File: config.mk
export PLATFORM = sky130hd
export DESIGN_NAME = slot_ring_buffer
export DESIGN_NICKNAME = d
export VERILOG_FILES = /design/src/rtl/srb_pkg.sv /design/src/rtl/srb_slot_mem.sv /design/src/rtl/slot_ring_buffer.sv
export VERILOG_INCLUDE_DIRS = /design/src /design/src/rtl
export SDC_FILE = /design/constraint.sdc
export NUM_CORES = 2
export LEC_CHECK = 0
export BUFFER_PORTS_ARGS = -buffer_cell sky130_fd_sc_hd__buf_2
export CAP_MARGIN = 20
export CORE_MARGIN = 1.5
export CORE_UTILIZATION = 50
export DETAILED_ROUTE_END_ITERATION = 8
export PLACE_DENSITY = 0.64
export SLEW_MARGIN = 20
export SYNTH_ARGS = -nofsm -noshare
export SYNTH_HDL_FRONTEND = slang
export SYNTH_SLANG_ARGS = --single-unit
export TNS_END_PERCENT = 10
File: constraint.sdc
create_clock -name i_clk -period 22.1 [get_ports i_clk]
set_clock_uncertainty 0.05 [all_clocks]
set_input_delay 2.21 -clock i_clk [delete_from_list [all_inputs] [get_ports i_clk]]
set_output_delay 2.21 -clock i_clk [all_outputs]
set_load 0.05 [all_outputs]
File: src/rtl/slot_ring_buffer_assert.svh
// Assertion macros used by the slot ring buffer RTL.
`ifndef SLOT_RING_BUFFER_ASSERT_SVH
`define SLOT_RING_BUFFER_ASSERT_SVH

// Same-cycle implication, checked outside reset.
`define SRB_ASSERT_IMP(label, clk, rst_n, ante, cons, msg) \
    label: assert property (@(posedge clk) disable iff (!(rst_n)) (ante) |-> (cons)) \
        else $error(msg);

// Next-cycle implication, checked outside reset.
`define SRB_ASSERT_NXT(label, clk, rst_n, ante, cons, msg) \
    label: assert property (@(posedge clk) disable iff (!(rst_n)) (ante) |=> (cons)) \
        else $error(msg);

`endif

File: src/rtl/srb_pkg.sv
// Types and constants of the slot ring buffer.
`default_nettype none

package srb_pkg;

    localparam int MAX_SLOTS      = 16;
    localparam int MAX_SLOT_BYTES = 8;
    localparam int IDX_W          = $clog2(MAX_SLOTS);
    localparam int WORD_W         = 8 * MAX_SLOT_BYTES;
    localparam int CNT_W          = 5;
    localparam int SB_W           = 4;
    localparam int CFG_IDX_W      = 2;
    localparam int CFG_DATA_W     = 5;

    localparam logic [CFG_IDX_W-1:0] REG_SLOT_COUNT = 2'd0;
    localparam logic [CFG_IDX_W-1:0] REG_SLOT_BYTES = 2'd1;

    typedef enum logic [2:0] {
        CMD_PUT       = 3'd0,
        CMD_GET       = 3'd1,
        CMD_PEEK_UNTIL = 3'd2,
        CMD_GET_UNTIL = 3'd3,
        CMD_FLUSH     = 3'd4
    } t_cmd;

    typedef enum logic [1:0] {
        ST_DONE  = 2'd0,
        ST_FULL  = 2'd1,
        ST_EMPTY = 2'd2
    } t_status;

    typedef enum logic [1:0] {
        S_IDLE = 2'd0,
        S_EXEC = 2'd1,
        S_OUT  = 2'd2
    } t_state;

    typedef struct packed {
        logic              rd_en;
        logic [IDX_W-1:0]  rd_addr;
        logic              wr_en;
        logic [IDX_W-1:0]  wr_addr;
        logic [WORD_W-1:0] wr_data;
    } t_mem_req;

endpackage

`default_nettype wire

File: src/rtl/srb_slot_mem.sv
// Slot store: synchronous memory with per-slot valid bits, unwritten slots read zero.
`default_nettype none

module srb_slot_mem (
    input  logic                      i_clk,
    input  logic                      i_rst_n,
    input  srb_pkg::t_mem_req         i_req,
    output logic [srb_pkg::WORD_W-1:0] o_rd_data
);
    import srb_pkg::*;

    logic [WORD_W-1:0]    r_mem [MAX_SLOTS];
    logic [MAX_SLOTS-1:0] r_valid;
    logic [WORD_W-1:0]    r_rd_data;

    always_ff @(posedge i_clk) begin
        if (i_req.wr_en) begin
            r_mem[i_req.wr_addr] <= i_req.wr_data;
        end
        if (i_req.rd_en) begin
            r_rd_data <= r_valid[i_req.rd_addr] ? r_mem[i_req.rd_addr] : '0;
        end
    end

    always_ff @(posedge i_clk) begin
        if (!i_rst_n) begin
            r_valid <= '0;
        end else if (i_req.wr_en) begin
            r_valid[i_req.wr_addr] <= 1'b1;
        end
    end

    assign o_rd_data = r_rd_data;

endmodule

`default_nettype wire

File: src/rtl/slot_ring_buffer.sv
// Slot ring buffer top level: command sequencer, index registers and result register.
//
// Usage:
//   Commands enter on the s_axis channel (tuser = cmd, tdata = write_data,
//   byte_request, delimiter). Each request yields exactly one result on the
//   m_axis channel (tuser = status, tdata = read_data, byte_result,
//   occupancy, is_full, is_empty).
//   Configuration writes use i_cfg_valid/o_cfg_ready with a register index
//   (0 slot_count, 1 slot_bytes) and data; issue them only while idle.
//   Writing slot_count empties the ring; the slot contents are kept.
// Timing:
//   A request reads the slot store in the cycle it is accepted, is executed
//   in the next cycle and shows its result in the cycle after that.
//   One request is in flight at a time, through the registered store read and
//   the result register; a new request is accepted once the last result is taken.
// Reset:
//   Synchronous, active low. The ring is empty, slot_count 16, slot_bytes 8,
//   and all slots read as zero at once through valid bits (no clearing pass).
// Stall:
//   While m_axis_tready is low the result holds and s_axis_tready stays low.
`default_nettype none

module slot_ring_buffer (
    input  logic                          i_clk,
    input  logic                          i_rst_n,
    input  logic                          s_axis_tvalid,
    output logic                          s_axis_tready,
    input  logic [79:0]                   s_axis_tdata,  // write_data, byte_request, delimiter
    input  logic [2:0]                    s_axis_tuser,  // cmd
    output logic                          m_axis_tvalid,
    input  logic                          m_axis_tready,
    output logic [79:0]                   m_axis_tdata,  // read_data, byte_result, occupancy,
                                                         // is_full, is_empty
    output logic [1:0]                    m_axis_tuser,  // status
    input  logic                          i_cfg_valid,
    output logic                          o_cfg_ready,
    input  logic [srb_pkg::CFG_IDX_W-1:0] i_cfg_index,
    input  logic [srb_pkg::CFG_DATA_W-1:0] i_cfg_data
);
    import srb_pkg::*;

    `include "slot_ring_buffer_assert.svh"

    t_state            r_state, n_state;
    logic              s_accept, exec;

    t_cmd              r_cmd;
    logic [WORD_W-1:0] r_wdata;
    logic [SB_W-1:0]   r_req;
    logic [7:0]        r_delim;

    logic [CNT_W-1:0]  r_slot_count;
    logic [SB_W-1:0]   r_slot_bytes;
    logic [IDX_W-1:0]  r_rd_idx, r_wr_idx, n_rd_idx, n_wr_idx;

    t_status           r_status, n_status;
    logic [WORD_W-1:0] r_rdata, n_rdata;
    logic [SB_W-1:0]   r_bres, n_bres;
    logic [IDX_W-1:0]  r_occ, n_occ;
    logic              r_full, r_empty;

    t_mem_req          mem_req;
    logic [WORD_W-1:0] mem_rdata;

    logic [CNT_W-1:0]  cnt;
    logic [SB_W-1:0]   sb, n_bytes, find_idx, find_len;
    logic              full, empty, found;
    logic [MAX_SLOT_BYTES-1:0] hit;
    logic [CNT_W-1:0]  occ_w;

    function automatic logic [IDX_W-1:0] next_idx(input logic [IDX_W-1:0] idx,
                                                  input logic [CNT_W-1:0] c);
        logic [CNT_W-1:0] n;
        n = CNT_W'(idx) + CNT_W'(1);
        return (n >= c) ? '0 : n[IDX_W-1:0];
    endfunction

    function automatic logic [WORD_W-1:0] byte_mask(input logic [SB_W-1:0] n);
        logic [WORD_W-1:0] m;
        m = '0;
        for (int k = 0; k < MAX_SLOT_BYTES; k++) begin
            if (SB_W'(k) < n) begin
                m[8*k +: 8] = 8'hFF;
            end
        end
        return m;
    endfunction

    srb_slot_mem u_mem (
        .i_clk     (i_clk),
        .i_rst_n   (i_rst_n),
        .i_req     (mem_req),
        .o_rd_data (mem_rdata)
    );

    always_comb begin
        n_state = r_state;
        case (r_state)
            S_IDLE:  if (s_axis_tvalid) n_state = S_EXEC;
            S_EXEC:  n_state = S_OUT;
            S_OUT:   if (m_axis_tready) n_state = S_IDLE;
            default: n_state = S_IDLE;
        endcase
    end

    always_comb begin
        s_axis_tready = 1'b0;
        m_axis_tvalid = 1'b0;
        exec          = 1'b0;
        case (r_state)
            S_IDLE:  s_axis_tready = 1'b1;
            S_EXEC:  exec = 1'b1;
            S_OUT:   m_axis_tvalid = 1'b1;
            default: s_axis_tready = 1'b0;
        endcase
    end

    assign s_accept    = s_axis_tvalid & s_axis_tready;
    assign o_cfg_ready = 1'b1;

    always_ff @(posedge i_clk) begin
        if (!i_rst_n) begin
            r_state <= S_IDLE;
        end else begin
            r_state <= n_state;
        end
    end

    always_ff @(posedge i_clk) begin
        if (s_accept) begin
            r_cmd   <= t_cmd'(s_axis_tuser);
            r_wdata <= s_axis_tdata[63:0];
            r_req   <= s_axis_tdata[67:64];
            r_delim <= s_axis_tdata[75:68];
        end
    end

    always_comb begin
        if (r_slot_count < CNT_W'(2)) begin
            cnt = CNT_W'(2);
        end else if (r_slot_count > CNT_W'(MAX_SLOTS)) begin
            cnt = CNT_W'(MAX_SLOTS);
        end else begin
            cnt = r_slot_count;
        end
        if (r_slot_bytes == '0) begin
            sb = SB_W'(1);
        end else if (r_slot_bytes > SB_W'(MAX_SLOT_BYTES)) begin
            sb = SB_W'(MAX_SLOT_BYTES);
        end else begin
            sb = r_slot_bytes;
        end
    end

    assign full    = (next_idx(r_wr_idx, cnt) == r_rd_idx);
    assign empty   = (r_rd_idx == r_wr_idx);
    assign n_bytes = (r_req > sb) ? sb : r_req;

    always_comb begin
        for (int k = 0; k < MAX_SLOT_BYTES; k++) begin
            hit[k] = (mem_rdata[8*k +: 8] == r_delim) && (SB_W'(k) < sb);
        end
        found    = 1'b0;
        find_idx = sb;
        for (int k = MAX_SLOT_BYTES - 1; k >= 0; k--) begin
            if (hit[k]) begin
                found    = 1'b1;
                find_idx = SB_W'(k);
            end
        end
        find_len = found ? find_idx + SB_W'(1) : sb;
    end

    always_comb begin
        mem_req.rd_en   = s_accept;
        mem_req.rd_addr = (t_cmd'(s_axis_tuser) == CMD_PUT) ? r_wr_idx : r_rd_idx;
        mem_req.wr_en   = 1'b0;
        mem_req.wr_addr = r_wr_idx;
        mem_req.wr_data = (mem_rdata & ~byte_mask(n_bytes)) | (r_wdata & byte_mask(n_bytes));
        n_status = ST_DONE;
        n_rdata  = '0;
        n_bres   = '0;
        n_rd_idx = r_rd_idx;
        n_wr_idx = r_wr_idx;
        case (r_cmd)
            CMD_PUT: begin
                if (full) begin
                    n_status = ST_FULL;
                end else begin
                    mem_req.wr_en = exec;
                    n_wr_idx      = next_idx(r_wr_idx, cnt);
                    n_bres        = n_bytes;
                end
            end
            CMD_GET: begin
                if (empty) begin
                    n_status = ST_EMPTY;
                end else begin
                    n_rdata  = mem_rdata & byte_mask(n_bytes);
                    n_bres   = n_bytes;
                    n_rd_idx = next_idx(r_rd_idx, cnt);
                end
            end
            CMD_PEEK_UNTIL, CMD_GET_UNTIL: begin
                if (empty) begin
                    n_status = ST_EMPTY;
                end else begin
                    n_rdata = mem_rdata & byte_mask(find_len);
                    n_bres  = find_idx;
                    if (r_cmd == CMD_GET_UNTIL) begin
                        n_rd_idx = next_idx(r_rd_idx, cnt);
                    end
                end
            end
            CMD_FLUSH: n_rd_idx = r_wr_idx;
            default:   n_status = ST_DONE;
        endcase
        occ_w = (n_wr_idx >= n_rd_idx) ? CNT_W'(n_wr_idx) - CNT_W'(n_rd_idx)
                                       : CNT_W'(n_wr_idx) + cnt - CNT_W'(n_rd_idx);
        n_occ = occ_w[IDX_W-1:0];
    end

    always_ff @(posedge i_clk) begin
        if (!i_rst_n) begin
            r_slot_count <= CNT_W'(MAX_SLOTS);
            r_slot_bytes <= SB_W'(MAX_SLOT_BYTES);
            r_rd_idx     <= '0;
            r_wr_idx     <= '0;
        end else begin
            if (exec) begin
                r_rd_idx <= n_rd_idx;
                r_wr_idx <= n_wr_idx;
            end
            if (i_cfg_valid && o_cfg_ready) begin
                if (i_cfg_index == REG_SLOT_COUNT) begin
                    r_slot_count <= i_cfg_data;
                    r_rd_idx     <= '0;
                    r_wr_idx     <= '0;
                end else if (i_cfg_index == REG_SLOT_BYTES) begin
                    r_slot_bytes <= i_cfg_data[SB_W-1:0];
                end
            end
        end
    end

    always_ff @(posedge i_clk) begin
        if (exec) begin
            r_status <= n_status;
            r_rdata  <= n_rdata;
            r_bres   <= n_bres;
            r_occ    <= n_occ;
            r_full   <= (next_idx(n_wr_idx, cnt) == n_rd_idx);
            r_empty  <= (n_rd_idx == n_wr_idx);
        end
    end

    assign m_axis_tuser = r_status;
    assign m_axis_tdata = {6'd0, r_empty, r_full, r_occ, r_bres, r_rdata};

    `SRB_ASSERT_NXT(a_accept_exec, i_clk, i_rst_n, s_accept, r_state == S_EXEC,
        "accepted request did not enter execution")
    `SRB_ASSERT_IMP(a_refused_zero, i_clk, i_rst_n, m_axis_tvalid && r_status != ST_DONE,
        r_rdata == '0 && r_bres == '0, "refused result carries data")
    `SRB_ASSERT_IMP(a_idx_range, i_clk, i_rst_n, 1'b1,
        CNT_W'(r_rd_idx) < cnt && CNT_W'(r_wr_idx) < cnt, "ring index out of range")
    `SRB_ASSERT_IMP(a_flags_excl, i_clk, i_rst_n, m_axis_tvalid, !(r_full && r_empty),
        "ring reported full and empty")

endmodule

`default_nettype wire
==> results.ini <==
[timing]
hold_slack_ps=414.5
rsz0062_at_grt=false
setup_tns_ps=0
post-route-min-period_ps=7561
maxSlewHeadroom_pct=22.83
fmax_ghz=0.1323
setup_viol=0
worst_pin_slew_ps=1158
slew_viol_final=0
hold_violations=0
fin_crit_sh_pct=34.21

[setup_path]
crit_path_end_kind=flip-flop
required_ps=22580
worst-setup-path-type=primary input to flip-flop
reg2reg_from=r_slot_count[2]$_SDFFE_PN0P_
critPathArrivalTime_ps=8050
critPathMaxStageDelay_ps=940
start_kind=primary input
cp_top_family=buffers and inverters
crit_buf_inv=5
cp_max_fo=95
path_cells=buf_2 > nor3_2 > mux2i_4 > buf_4 > buf_4 > buf_4 > buf_4 > a211oi_1 > a311oi_1 > a211oi_1 > a211oi_1
cpMaxStageDelayCell=buf_4
cp_common_cell=buf_4
worstSetupStartpoint=s_axis_tuser[1]

[cells_and_area]
multi_input_area_mm2=0.01357
fin_util_pct=57.06
seq_area_mm2=0.03803
nFillCells=8161
diodes=0
nets=3925
drive_gt1_share_pct=14.28
final_area_mm2=0.05931
syn2layout_area_growth_pct=12.64

[worst_hold_path]
hold_path_class=flip-flop to flip-flop
hp-start=u_mem.r_valid[3]$_SDFFE_PN0P_

[placed_design]
placed_area_mm2=0.05489
post-dp-hpwl_um=71950
place.gp.congestion=0.8174
io_buffers=168

[global_routing]
overflow=0
antenna_found_initial=2
grt_pass1_vias=29792
grt_util_all_layers_pct=25.50
grt_max_degree=189
grt_pass1_wl_um=199900

[synthesis]
synth_seq_area_share_pct=72.22
synth_common_cells=edfxtp_1 (1243), nand2_1 (573), a211oi_1 (397)
synth_top_area_share_pct=70.89
syn_area_mm2=0.05265
synth_edf_count=1243
synth_area_leader_cell=edfxtp_1
ys_types=72
ys_warn_count=0
synth.most_common_cell=edfxtp_1
synth-seq-cells=1278
async_reset_ff_share_pct=0
synth_cells=3671
synth_area_leaders=edfxtp_1 (71%), a211oi_1 (5.7%), nand2_1 (4.1%), and2_1 (3.4%), a311oi_1 (2.2%)
synth_ff_type=edfxtp_1
syn_area_per_cell_um2=14.34

[floorplan]
rows=118
dieArea_mm2=0.1073
io_pins=180
die_y_um=327.5
fp.dieW_um=327.5
initial_core_util_pct=50.66
core_area_mm2=0.1039

[drt]
vias_per_cell=6.072
postRouteAntennaNets=0
via_count=32062
routed_wl_um=137400
drcViolationCount=0
drtPass1Iterations=7
drt_iter0_markers=3801
routedWlPerCell_um=26.03

[clocking]
root_buffer=clkbuf_16
cts_resized=0
clock_sinks=1278
clk_latency_ps=750
cts_buffers=135
clk_pin_slew_ps=60
cts_max_level=4
cts_max_path_buffers=3
ctsHoldBuffers=0
cts_tree=yes
cts_setup_buffers=0

[flow_run]
maxCapViolCount=0

[power_and_ir_drop]
p_leak_uw=0.01981
powerDensity_mw_per_mm2=92.33
ir_drop_uv=73.82

[outcome]
status=complete, no violations

==> layout by cell type (no fill, tap or decap), types with 12 or more instances in the layout <==
master / synthesis / final
nor2_4: 0 / 12
clkbuf_1: 162 / 28
clkinv_2: 0 / 20
o21ai_0: 16 / 16
nor2b_1: 39 / 38
bufinv_16: 0 / 13
nand2_1: 573 / 573
xor2_1: 46 / 46
and3_1: 16 / 16
and2_1: 282 / 281
edfxtp_1: 1243 / 1243
ha_1: 34 / 34
dfxtp_1: 35 / 35
clkbuf_16: 0 / 137
a31oi_1: 135 / 135
clkinv_1: 0 / 28
buf_4: 16 / 67
nor2_1: 67 / 55
inv_1: 24 / 24
nor3_1: 17 / 13
a21oi_1: 80 / 79
a311oi_1: 130 / 130
mux2_2: 70 / 69
mux2i_1: 18 / 14
o21a_1: 25 / 25
a211oi_1: 397 / 397
xnor2_1: 33 / 33
buf_2: 64 / 168
nand4_1: 15 / 15
==> worst paths after layout <==
check | to | slack (ps) | depth (start not counted)
setup / recovery | u_mem.o_rd_data[22]$_SDFFCE_PN0P_ | 14540 | 11
hold / removal | u_mem.r_valid[3]$_SDFFE_PN0P_ | 410 | 1
setup reg to reg | r_full$_DFFE_PN_ | 16030 | 21
hold reg to reg | u_mem.r_valid[3]$_SDFFE_PN0P_ | 410 | 1
==> through the flow <==
step | cells | setup slack (ps) | total power, uW
2_1_floorplan | 3676 | 14790 | 3125
3_3_place_gp | 5030 | 13920 | 3270
3_5_place_dp | 5034 | 13930 | 3276
4_1_cts | 5279 | 14650 | 5504
5_1_grt | 5280 | 14240 | 5645
6_report | 5280 | 14540 | 5476
==> sequential cells by signal, summed over array words and instances, names as in the netlist <==
name	cells
r_wdata	64
r_req	4
r_slot_bytes	4
r_rdata	64
r_full	1
r_slot_count	5
r_empty	1
r_wr_idx	4
u_mem.r_mem	1024
r_cmd	3
m_axis_tuser	2
r_rd_idx	4
r_delim	8
r_bres	4
r_state	2
u_mem.o_rd_data	64
r_occ	4
u_mem.r_valid	16
==> per-layer routing <==
| metal | track usage [%] | routed length (um) | vias to the layer above |
|---|---|---|---|
| li1 | - | - | 14295 |
| met1 | 37.44 | 59290 | 16194 |
| met2 | 38.90 | 63090 | 1374 |
| met3 | 4.972 | 12070 | 199 |
| met4 | 7.196 | 2992 | 0 |
| met5 | 0 | 0 | - |
==> layout make-up <==
| cell class | count | area share, % |
|---|---|---|
| Inverter | 25 | 0.1582 |
| Clock buffer | 167 | 6.004 |
| Multi-Input combinational cell | 2110 | 22.89 |
| Timing Repair Buffer | 242 | 2.527 |
| Clock inverter | 78 | 1.397 |
| Sequential cell | 1278 | 64.12 |
| Tap cell | 1380 | 2.911 |
==> kinds of logic after synthesis <==
group | share of synthesized area (%)
flops | 72.22
simple gates | 9.631
compound gates | 11.49
buf+inv | 2.410
mux | 1.865
xor+xnor | 1.407
fa+ha+maj | 0.9600
other cells | 0.01426
==> where the power goes <==
group          switching [uW]  internal [uW]  total, uW
clock network             938           1310       2250
registers                33.1           2750       2780
logic                     327            123        450
total                    1300           4180       5480
(Power assumes the default switching activity.)
